## src/rtl/mjji_pkg.sv

```systemverilog
// ----------------------------------------------------------------------------
// Min-jerk joint interpolator package
// Shared constants, controller commands and status for the interpolator.
// ----------------------------------------------------------------------------
package mjji_pkg;

  localparam int unsigned JOINT_COUNT_DEF = 6;
  localparam int unsigned ANGLE_BITS_DEF  = 16;

  localparam int unsigned STEP_W  = 16;
  localparam int unsigned FRAC_W  = 16;
  localparam int unsigned BLEND_W = 20;
  localparam int unsigned DIV_CW  = $clog2(FRAC_W);

  localparam logic [STEP_W-1:0] STEP_RESET = STEP_W'(100);
  localparam int unsigned       P_BASE     = 10 * (1 << FRAC_W);
  localparam int unsigned       P_LIN      = 15;
  localparam int unsigned       P_QUAD     = 6;

  typedef enum logic [3:0] {
    OP_NOP,
    OP_LOAD,
    OP_DIV_INIT,
    OP_DIV_STEP,
    OP_MUL_A2,
    OP_MUL_A3,
    OP_MUL_S,
    OP_JOINT,
    OP_PUB_MOVE,
    OP_PUB_HOLD
  } mjji_op_e;

  typedef enum logic [2:0] {
    ST_IDLE,
    ST_DIV,
    ST_A2,
    ST_A3,
    ST_GAIN,
    ST_JOINT,
    ST_PUB_MOVE,
    ST_PUB_HOLD
  } mjji_state_e;

  typedef struct packed {
    logic active;
    logic div_last;
    logic joint_last;
    logic out_free;
  } mjji_status_t;

endpackage

```

## src/rtl/mjji_if.sv

```systemverilog
// ----------------------------------------------------------------------------
// Min-jerk joint interpolator channels
// Request channel (tick or load with goal angles) and result channel.
// ----------------------------------------------------------------------------
interface mjji_req_if #(
  parameter int unsigned JOINT_COUNT = mjji_pkg::JOINT_COUNT_DEF,
  parameter int unsigned ANGLE_BITS  = mjji_pkg::ANGLE_BITS_DEF
);
  logic                                   valid;
  logic                                   ready;
  logic                                   req_type;
  logic [JOINT_COUNT-1:0][ANGLE_BITS-1:0] goal_angle;

  modport source (output valid, req_type, goal_angle, input ready);
  modport sink   (input valid, req_type, goal_angle, output ready);
endinterface

interface mjji_res_if #(
  parameter int unsigned JOINT_COUNT = mjji_pkg::JOINT_COUNT_DEF,
  parameter int unsigned ANGLE_BITS  = mjji_pkg::ANGLE_BITS_DEF
);
  logic                                   valid;
  logic                                   ready;
  logic [JOINT_COUNT-1:0][ANGLE_BITS-1:0] joint_pos;
  logic                                   moving;

  modport source (output valid, joint_pos, moving, input ready);
  modport sink   (input valid, joint_pos, moving, output ready);
endinterface

```

## src/rtl/mjji_ctrl.sv

```systemverilog
// ----------------------------------------------------------------------------
// Min-jerk joint interpolator controller
// Sequences the divide, blend and per-joint update steps of one tick.
// ----------------------------------------------------------------------------
module mjji_ctrl (
  input  logic                   clk_i,
  input  logic                   rst_ni,
  input  logic                   req_valid_i,
  input  logic                   req_type_i,
  output logic                   req_ready_o,
  input  mjji_pkg::mjji_status_t status_i,
  output mjji_pkg::mjji_op_e     cmd_o
);
  import mjji_pkg::*;

  mjji_state_e state_q, state_d;

  always_ff @(posedge clk_i or negedge rst_ni) begin
    if (!rst_ni) begin
      state_q <= ST_IDLE;
    end else begin
      state_q <= state_d;
    end
  end

  always_comb begin
    state_d     = state_q;
    cmd_o       = OP_NOP;
    req_ready_o = 1'b0;
    unique case (state_q)
      ST_IDLE: begin
        req_ready_o = 1'b1;
        if (req_valid_i) begin
          if (req_type_i) begin
            cmd_o = OP_LOAD;
          end else if (status_i.active) begin
            cmd_o   = OP_DIV_INIT;
            state_d = ST_DIV;
          end else begin
            state_d = ST_PUB_HOLD;
          end
        end
      end
      ST_DIV: begin
        cmd_o = OP_DIV_STEP;
        if (status_i.div_last) begin
          state_d = ST_A2;
        end
      end
      ST_A2: begin
        cmd_o   = OP_MUL_A2;
        state_d = ST_A3;
      end
      ST_A3: begin
        cmd_o   = OP_MUL_A3;
        state_d = ST_GAIN;
      end
      ST_GAIN: begin
        cmd_o   = OP_MUL_S;
        state_d = ST_JOINT;
      end
      ST_JOINT: begin
        cmd_o = OP_JOINT;
        if (status_i.joint_last) begin
          state_d = ST_PUB_MOVE;
        end
      end
      ST_PUB_MOVE: begin
        if (status_i.out_free) begin
          cmd_o   = OP_PUB_MOVE;
          state_d = ST_IDLE;
        end
      end
      ST_PUB_HOLD: begin
        if (status_i.out_free) begin
          cmd_o   = OP_PUB_HOLD;
          state_d = ST_IDLE;
        end
      end
      default: begin
        state_d = ST_IDLE;
      end
    endcase
  end

endmodule

```

## src/rtl/mjji_dp.sv

```systemverilog
// ----------------------------------------------------------------------------
// Min-jerk joint interpolator datapath
// Angle stores, step counters, bit-serial divider, shared multiplier and the
// result register.
// ----------------------------------------------------------------------------
module mjji_dp #(
  parameter int unsigned JOINT_COUNT = mjji_pkg::JOINT_COUNT_DEF,
  parameter int unsigned ANGLE_BITS  = mjji_pkg::ANGLE_BITS_DEF
) (
  input  logic                                   clk_i,
  input  logic                                   rst_ni,
  input  mjji_pkg::mjji_op_e                     cmd_i,
  output mjji_pkg::mjji_status_t                 status_o,
  input  logic                                   cfg_we_i,
  input  logic [mjji_pkg::STEP_W-1:0]            cfg_wdata_i,
  input  logic [JOINT_COUNT-1:0][ANGLE_BITS-1:0] goal_angle_i,
  input  logic                                   res_ready_i,
  output logic                                   res_valid_o,
  output logic [JOINT_COUNT-1:0][ANGLE_BITS-1:0] joint_pos_o,
  output logic                                   moving_o
);
  import mjji_pkg::*;

  localparam int unsigned JW  = (JOINT_COUNT > 1) ? $clog2(JOINT_COUNT) : 1;
  localparam int unsigned MBW = (ANGLE_BITS + 1 > BLEND_W + 1) ? ANGLE_BITS + 1 : BLEND_W + 1;
  localparam int unsigned PW  = FRAC_W + 1 + MBW;
  localparam int unsigned SW  = PW - FRAC_W;
  localparam int unsigned PSW = BLEND_W + 1;

  logic [STEP_W-1:0]            interp_steps_q;
  logic signed [ANGLE_BITS-1:0] cur_q   [JOINT_COUNT];
  logic signed [ANGLE_BITS-1:0] start_q [JOINT_COUNT];
  logic signed [ANGLE_BITS-1:0] goal_q  [JOINT_COUNT];
  logic [STEP_W-1:0]            step_cnt_q;
  logic [STEP_W-1:0]            step_tot_q;

  logic [STEP_W-1:0]  rem_q, rem_d;
  logic [FRAC_W-1:0]  alpha_q;
  logic [DIV_CW-1:0]  div_cnt_q;
  logic [STEP_W:0]    rem_sh;
  logic               rem_ge;

  logic [FRAC_W-1:0]  a2_q;
  logic [FRAC_W-1:0]  a3_q;
  logic [BLEND_W-1:0] p_q;
  logic [PSW-1:0]     p_sum;
  logic [FRAC_W-1:0]  s_q;
  logic [JW-1:0]      jidx_q;

  logic signed [FRAC_W:0]       mul_a;
  logic signed [MBW-1:0]        mul_b;
  logic signed [PW-1:0]         prod;
  logic signed [ANGLE_BITS-1:0] start_sel;
  logic signed [ANGLE_BITS-1:0] goal_sel;
  logic signed [ANGLE_BITS:0]   diff;
  logic signed [SW-1:0]         prod_sh;
  logic signed [SW-1:0]         pos_sum;

  logic                                   out_valid_q;
  logic [JOINT_COUNT-1:0][ANGLE_BITS-1:0] out_pos_q;
  logic                                   out_moving_q;

  // Restoring division of step_count * 2^16 by step_total, one quotient bit a cycle.
  assign rem_sh = {rem_q, 1'b0};
  assign rem_ge = rem_sh >= {1'b0, step_tot_q};
  always_comb begin
    if (rem_ge) begin
      rem_d = STEP_W'(rem_sh - {1'b0, step_tot_q});
    end else begin
      rem_d = rem_sh[STEP_W-1:0];
    end
  end

  assign p_sum = PSW'(P_BASE) + PSW'(a2_q) * PSW'(P_QUAD) - PSW'(alpha_q) * PSW'(P_LIN);

  assign start_sel = start_q[jidx_q];
  assign goal_sel  = goal_q[jidx_q];
  assign diff      = (ANGLE_BITS + 1)'(goal_sel) - (ANGLE_BITS + 1)'(start_sel);

  always_comb begin
    mul_a = '0;
    mul_b = '0;
    case (cmd_i)
      OP_MUL_A2: begin
        mul_a = (FRAC_W + 1)'(alpha_q);
        mul_b = MBW'(alpha_q);
      end
      OP_MUL_A3: begin
        mul_a = (FRAC_W + 1)'(a2_q);
        mul_b = MBW'(alpha_q);
      end
      OP_MUL_S: begin
        mul_a = (FRAC_W + 1)'(a3_q);
        mul_b = MBW'(p_q);
      end
      OP_JOINT: begin
        mul_a = (FRAC_W + 1)'(s_q);
        mul_b = MBW'(diff);
      end
      default: begin
        mul_a = '0;
        mul_b = '0;
      end
    endcase
  end

  assign prod    = mul_a * mul_b;
  assign prod_sh = prod[PW-1:FRAC_W];
  assign pos_sum = prod_sh + SW'(start_sel);

  always_ff @(posedge clk_i or negedge rst_ni) begin
    if (!rst_ni) begin
      interp_steps_q <= STEP_RESET;
      step_cnt_q     <= '0;
      step_tot_q     <= STEP_W'(1);
      out_valid_q    <= 1'b0;
      for (int j = 0; j < JOINT_COUNT; j++) begin
        cur_q[j]   <= '0;
        start_q[j] <= '0;
        goal_q[j]  <= '0;
      end
    end else begin
      if (cfg_we_i) begin
        interp_steps_q <= cfg_wdata_i;
      end
      if (cmd_i == OP_LOAD) begin
        for (int j = 0; j < JOINT_COUNT; j++) begin
          goal_q[j]  <= goal_angle_i[j];
          start_q[j] <= cur_q[j];
        end
        step_cnt_q <= '0;
        step_tot_q <= (interp_steps_q == '0) ? STEP_W'(1) : interp_steps_q;
      end
      if (cmd_i == OP_JOINT) begin
        cur_q[jidx_q] <= pos_sum[ANGLE_BITS-1:0];
      end
      if (cmd_i == OP_PUB_MOVE) begin
        step_cnt_q <= step_cnt_q + STEP_W'(1);
      end
      if (cmd_i == OP_PUB_MOVE || cmd_i == OP_PUB_HOLD) begin
        out_valid_q <= 1'b1;
      end else if (res_ready_i) begin
        out_valid_q <= 1'b0;
      end
    end
  end

  always_ff @(posedge clk_i) begin
    case (cmd_i) inside
      OP_DIV_INIT: begin
        rem_q     <= step_cnt_q;
        div_cnt_q <= '0;
      end
      OP_DIV_STEP: begin
        rem_q     <= rem_d;
        alpha_q   <= {alpha_q[FRAC_W-2:0], rem_ge};
        div_cnt_q <= div_cnt_q + DIV_CW'(1);
      end
      OP_MUL_A2: begin
        a2_q <= prod[2*FRAC_W-1:FRAC_W];
      end
      OP_MUL_A3: begin
        a3_q <= prod[2*FRAC_W-1:FRAC_W];
        p_q  <= p_sum[BLEND_W-1:0];
      end
      OP_MUL_S: begin
        if (|prod[PW-1:2*FRAC_W]) begin
          s_q <= '1;
        end else begin
          s_q <= prod[2*FRAC_W-1:FRAC_W];
        end
        jidx_q <= '0;
      end
      OP_JOINT: begin
        jidx_q <= jidx_q + JW'(1);
      end
      OP_PUB_MOVE, OP_PUB_HOLD: begin
        for (int j = 0; j < JOINT_COUNT; j++) begin
          out_pos_q[j] <= cur_q[j];
        end
        out_moving_q <= (cmd_i == OP_PUB_MOVE);
      end
      default: begin
      end
    endcase
  end

  assign status_o.active     = step_cnt_q < step_tot_q;
  assign status_o.div_last   = div_cnt_q == DIV_CW'(FRAC_W - 1);
  assign status_o.joint_last = jidx_q == JW'(JOINT_COUNT - 1);
  assign status_o.out_free   = !out_valid_q || res_ready_i;

  assign res_valid_o = out_valid_q;
  assign joint_pos_o = out_pos_q;
  assign moving_o    = out_moving_q;

endmodule

```

## src/rtl/min_jerk_joint_interpolator_core.sv

```systemverilog
// ----------------------------------------------------------------------------
// Min-jerk joint interpolator
// Quintic minimum-jerk blend from latched start angles to goal angles for a
// set of joints, advanced by one step on each tick transaction.
// ----------------------------------------------------------------------------
//  Channel  Dir  Transaction       Payload
//  req_i    in   valid & ready     req_type, goal_angle[JOINT_COUNT]
//  res_o    out  valid & ready     joint_pos[JOINT_COUNT], moving
//  cfg      in   cfg_we_i          cfg_wdata_i (steps per move)
//
// A load gives no result. A moving tick runs the bit-serial divider, then the
// shared multiplier once per blend term and once per joint, then publishes.
// A tick after the move has ended publishes the current angles as not moving.
// The result register lets a new request be taken while a result waits; a
// stalled result holds the block only when the next result is ready. Reset
// clears all angles and the step count, not the divider or joint counters.
// ----------------------------------------------------------------------------
module min_jerk_joint_interpolator_core #(
  parameter int unsigned JOINT_COUNT = mjji_pkg::JOINT_COUNT_DEF,
  parameter int unsigned ANGLE_BITS  = mjji_pkg::ANGLE_BITS_DEF
) (
  input  logic                        clk_i,
  input  logic                        rst_ni,
  mjji_req_if.sink                    req_i,
  mjji_res_if.source                  res_o,
  input  logic                        cfg_we_i,
  input  logic [mjji_pkg::STEP_W-1:0] cfg_wdata_i
);
  import mjji_pkg::*;

  mjji_op_e     cmd;
  mjji_status_t status;

  mjji_ctrl u_ctrl (
    .clk_i       (clk_i),
    .rst_ni      (rst_ni),
    .req_valid_i (req_i.valid),
    .req_type_i  (req_i.req_type),
    .req_ready_o (req_i.ready),
    .status_i    (status),
    .cmd_o       (cmd)
  );

  mjji_dp #(
    .JOINT_COUNT (JOINT_COUNT),
    .ANGLE_BITS  (ANGLE_BITS)
  ) u_dp (
    .clk_i        (clk_i),
    .rst_ni       (rst_ni),
    .cmd_i        (cmd),
    .status_o     (status),
    .cfg_we_i     (cfg_we_i),
    .cfg_wdata_i  (cfg_wdata_i),
    .goal_angle_i (req_i.goal_angle),
    .res_ready_i  (res_o.ready),
    .res_valid_o  (res_o.valid),
    .joint_pos_o  (res_o.joint_pos),
    .moving_o     (res_o.moving)
  );

  a_load_no_result: assert property (@(posedge clk_i) disable iff (!rst_ni)
    (req_i.valid && req_i.ready && req_i.req_type) |=> !$rose(res_o.valid))
    else $error("A load transaction produced a result.");

  a_result_from_publish: assert property (@(posedge clk_i) disable iff (!rst_ni)
    $rose(res_o.valid) |-> $past(cmd == OP_PUB_MOVE || cmd == OP_PUB_HOLD))
    else $error("Result appeared without a publish command.");

  a_busy_not_ready: assert property (@(posedge clk_i) disable iff (!rst_ni)
    (cmd == OP_DIV_STEP || cmd == OP_JOINT) |-> !req_i.ready)
    else $error("Request accepted while a tick is in progress.");

  a_moving_after_step: assert property (@(posedge clk_i) disable iff (!rst_ni)
    (cmd == OP_PUB_MOVE) |=> (res_o.valid && res_o.moving))
    else $error("Moving result not presented after an interpolation step.");

endmodule
```

## src/flat_wrapper.sv

```systemverilog
// flat-port wrapper written by rule: the top's interface ports become plain ports
module min_jerk_joint_interpolator_core_flat import mjji_pkg::*;
#(
  parameter int unsigned JOINT_COUNT = mjji_pkg::JOINT_COUNT_DEF,
  parameter int unsigned ANGLE_BITS  = mjji_pkg::ANGLE_BITS_DEF
)
  (clk_i, rst_ni, cfg_we_i, cfg_wdata_i, req_i_valid, req_i_req_type, req_i_goal_angle, req_i_ready, res_o_valid, res_o_joint_pos, res_o_moving, res_o_ready);
  mjji_req_if #(.JOINT_COUNT(JOINT_COUNT), .ANGLE_BITS(ANGLE_BITS)) req_i_i ();
  mjji_res_if #(.JOINT_COUNT(JOINT_COUNT), .ANGLE_BITS(ANGLE_BITS)) res_o_i ();
  input  logic clk_i;
  input  logic rst_ni;
  input  logic cfg_we_i;
  input  logic [mjji_pkg::STEP_W-1:0] cfg_wdata_i;
  input wire logic [$bits(req_i_i.valid)-1:0] req_i_valid;
  input wire logic [$bits(req_i_i.req_type)-1:0] req_i_req_type;
  input wire logic [$bits(req_i_i.goal_angle)-1:0] req_i_goal_angle;
  output wire logic [$bits(req_i_i.ready)-1:0] req_i_ready;
  output wire logic [$bits(res_o_i.valid)-1:0] res_o_valid;
  output wire logic [$bits(res_o_i.joint_pos)-1:0] res_o_joint_pos;
  output wire logic [$bits(res_o_i.moving)-1:0] res_o_moving;
  input wire logic [$bits(res_o_i.ready)-1:0] res_o_ready;
  assign req_i_i.valid = req_i_valid;
  assign req_i_i.req_type = req_i_req_type;
  assign req_i_i.goal_angle = req_i_goal_angle;
  assign req_i_ready = req_i_i.ready;
  assign res_o_valid = res_o_i.valid;
  assign res_o_joint_pos = res_o_i.joint_pos;
  assign res_o_moving = res_o_i.moving;
  assign res_o_i.ready = res_o_ready;
  min_jerk_joint_interpolator_core #(.JOINT_COUNT(JOINT_COUNT), .ANGLE_BITS(ANGLE_BITS)) u_core (.clk_i(clk_i), .rst_ni(rst_ni), .req_i(req_i_i), .res_o(res_o_i), .cfg_we_i(cfg_we_i), .cfg_wdata_i(cfg_wdata_i));
endmodule
```

## config.mk

```make
export PLATFORM = sky130hd
export DESIGN_NAME = min_jerk_joint_interpolator_core_flat
export DESIGN_NICKNAME = d
export VERILOG_FILES = /design/src/rtl/mjji_pkg.sv /design/src/rtl/mjji_if.sv /design/src/rtl/mjji_ctrl.sv /design/src/rtl/mjji_dp.sv /design/src/rtl/min_jerk_joint_interpolator_core.sv /design/src/flat_wrapper.sv
export SDC_FILE = /design/constraint.sdc
export NUM_CORES = 2
export LEC_CHECK = 0
export ABC_AREA = 1
export BUFFER_PORTS_ARGS = -buffer_cell sky130_fd_sc_hd__buf_2
export CAP_MARGIN = 15
export CORE_ASPECT_RATIO = 1.5
export CORE_UTILIZATION = 40
export DETAILED_ROUTE_END_ITERATION = 10
export PLACE_DENSITY_LB_ADDON = 0.2
export REMOVE_ABC_BUFFERS = 1
export SETUP_SLACK_MARGIN = 0.05
export SYNTH_ARGS = -nofsm -noshare
export SYNTH_HDL_FRONTEND = slang
export SYNTH_SLANG_ARGS = --single-unit
```

## constraint.sdc

```tcl
create_clock -name clk_i -period 25.3 [get_ports clk_i]
set_input_delay 2.53 -clock clk_i [delete_from_list [all_inputs] [get_ports clk_i]]
set_output_delay 2.53 -clock clk_i [all_outputs]
set_load 0.01 [all_outputs]
```

==> run metrics <==
#FFs+latches synth 544; Post-DP HPWL 99.00 mm; die height 390.1 um; # rows 142; count leader, synth nand2_1; Worst-Skew Late Latency 0.62 ns; vias in the first global route 32.63k; dpl cells 6010; setup ws final 13.41 ns; HP Class register to register; cells after synthesis 4593; fin. max-slew vios 0; post-CTS resize count 0; CP max-delay cell xor2_1; Residual DRC 2; area delta synth->final 10.26%; CTS Buf Count 48; io pins 217; GRT Util Overall 25.38%; Detailed Route Iter0 Violations 1905; failing checks DRC; die width 260.7 um; CTS tree yes; Worst Path Required 25.79 ns; sequential area share after synthesis 36.35%; Crit path top cell by count nand2_1; Routed Antenna Nets 0; multiplexer share of the synthesized area 0%; layout cells sized above 1 8.640%; startpoint types register; final worst-path cycle share 47.00%; Worst Setup Path Type register to register; CP arrival 12.38 ns; Ys Warns 0; vias 31.23k; synth top area cells dfrtp_1, fa_1, edfxtp_1, nand2_1, inv_1; Post-Synth Adder-Cell Area 25.82%; Slew @ Worst Pin 1.088 ns; gpl congestion 0.9174; # setup viols final 0; effective utilization at floorplan 40.29%; clk_skew 0.03475 ns; RSZ-0062 raised after global routing false; Core Footprint 0.09967 sq mm; simple-gate share of the synthesized area 18.58%; clock sink count 544; Via density 5.120; Final Hold Fails 0; drt first pass iters 8; status finished, violations left; number of enable flip-flop cells after synthesis 200; H-tree depth 2; fraction of registers with async set/reset 62.50%; fin nets 5481; Layout Cells excl Fill 6100; initial antenna violation count 2; gr ovfl total 0; Compound-Gate Fraction of Synth Area 8.078%; mean post-synth cell area 8.744 sq um; clk buf depth 3; first-pass GRT wire length 193.9 mm; CTS root buf clkbuf_16; Largest stage delay, worst path 0.61 ns; cell area after synthesis 0.04016 sq mm; CP endpoint kind register; final WL 126.2 mm; R2R Setup Slk 13.41 ns; most area-hungry cell type in the Yosys netlist dfrtp_1; clk slew on worst S/H paths 0.07 ns; fin crit period 11.89 ns; main combinational cell family by area after synthesis adder cells; ys flop type dfrtp_1; Post-synth top cells nand2_1, inv_1, fa_1; critical-path maximum fanout 13; I/O Buffers 216; DR WL/cell 20.69 um; Yosys top cell area share 20.94%; postcts setup bufs 0; max cap viols 0; fill count 9883; largest net degree at the start of global routing 184; full die area 0.1017 sq mm; Fmax 84.11 MHz; Unique masters post-synth 60; Worst slew margin 27.34%; total negative setup slack 0 ns; setup slack at placement 13.53 ns; # hold bufs at CTS 0; fraction of synthesized cell area in xor and xnor cells 1.701%
## critical path: cells and delay by family (launching register included)
family                     cells  cell delay [ns]
buffers and inverters         11             1.95
adders and majority gates     10             4.52
DFF                            1             0.47
and+or+nand+nor               21             2.68
AOI/OAI and AO/OA              5             0.97
xor gates and xnor gates       2             1.13
## worst paths after layout
kind	from	end	cells after the start
worst max-delay path	u_core.u_dp.jidx_q[2]$_SDFFCE_PN0P_	u_core.u_dp.cur_q[43]$_DFFE_PN0P_	49
worst min-delay path	u_core.u_dp.cur_q[81]$_DFFE_PN0P_	u_core.u_dp.joint_pos_o[1]$_DFFE_PP_	0
worst max register to register	u_core.u_dp.jidx_q[2]$_SDFFCE_PN0P_	u_core.u_dp.cur_q[43]$_DFFE_PN0P_	49
worst min register to register	u_core.u_dp.cur_q[81]$_DFFE_PN0P_	u_core.u_dp.joint_pos_o[1]$_DFFE_PP_	0
max in group asynchronous	rst_ni	u_core.u_dp.goal_q[73]$_DFFE_PN0P_	3
min in group asynchronous	rst_ni	u_core.u_dp.step_tot_q[6]$_DFFE_PN0P_	1
## cell families (layout without fill, tap and decap cells)
group / count (synthesis) / after routing
AND/OR/NAND/NOR: 1812 / 1812
XOR/XNOR: 78 / 78
buffers and inverters: 981 / 1191
AO/OA/AOI/OAI: 579 / 579
flip-flops: 544 / 544
other: 0 / 1
adder cells (fa/ha/maj): 599 / 599
## flip-flops by register name, summed over array words and instances, names as in the netlist, 20 cells and up
| name | flops |
|---|---|
| u_core.u_dp.cur_q | 96 |
| u_core.u_dp.goal_q | 96 |
| u_core.u_dp.joint_pos_o | 96 |
| u_core.u_dp.start_q | 96 |
| u_core.u_dp.p_q | 20 |
## metal layers
layer,vias up,GRT usage (%),part of all wire [%]
li1,14677,-,-
met5,-,0,0
met1,15500,28.72,37
met2,784,46.52,53
met3,270,1.947,3.5
met4,0,14.36,6.5
## cells in the final DEF, fill, tap and decap left out, types with 5 or more instances in the layout
cell type / count
edfxtp_1: 200
nand3b_1: 8
nor2_2: 10
ha_1: 216
nand3_2: 6
a22o_1: 18
o211ai_1: 8
buf_4: 32
a22oi_1: 33
o21ai_0: 261
nand3_1: 142
nand2_1: 1247
clkinv_2: 7
a31oi_1: 5
dfrtp_1: 336
inv_2: 14
inv_1: 831
xor2_1: 51
or2_2: 10
bufinv_16: 8
nand2_2: 20
a21oi_1: 185
nor2_1: 263
buf_2: 215
fa_1: 383
clkbuf_1: 11
o21bai_1: 10
nor3_1: 21
a221oi_1: 5
nor2_4: 11
nand4_1: 50
nor4_1: 11
clkbuf_16: 49
a21o_1: 10
o22ai_1: 8
o21ai_1: 13
xnor2_1: 27
clkinv_1: 7
## metrics by stage
step | area (sq um) | utilization (%) | hold slack (ns)
6_report | 44280 | 44.43 | 0.4450
5_1_grt | 44280 | 44.42 | 0.4538
4_1_cts | 44280 | 44.42 | 0.4432
3_5_place_dp | 42590 | 42.73 | 0.4348
3_3_place_gp | 42590 | 42.73 | 0.4285
2_1_floorplan | 39560 | - | 0.4249
## area by class of cell
cell class	instances	area [sq um]	share of cell area [%]
multi-input cells	3068	21800	49.22
flip-flops and latches	544	14600	32.97
inverters	852	3203	7.233
diodes	1	2.502	0.005651
clock inverters	25	371.6	0.8392
well taps	1296	1622	3.662
repair buffers	250	1371	3.097
clock buffers	64	1316	2.973
Power is not shown: default switching activity piles up to over one toggle a cycle in this logic, so the estimate is an artifact.
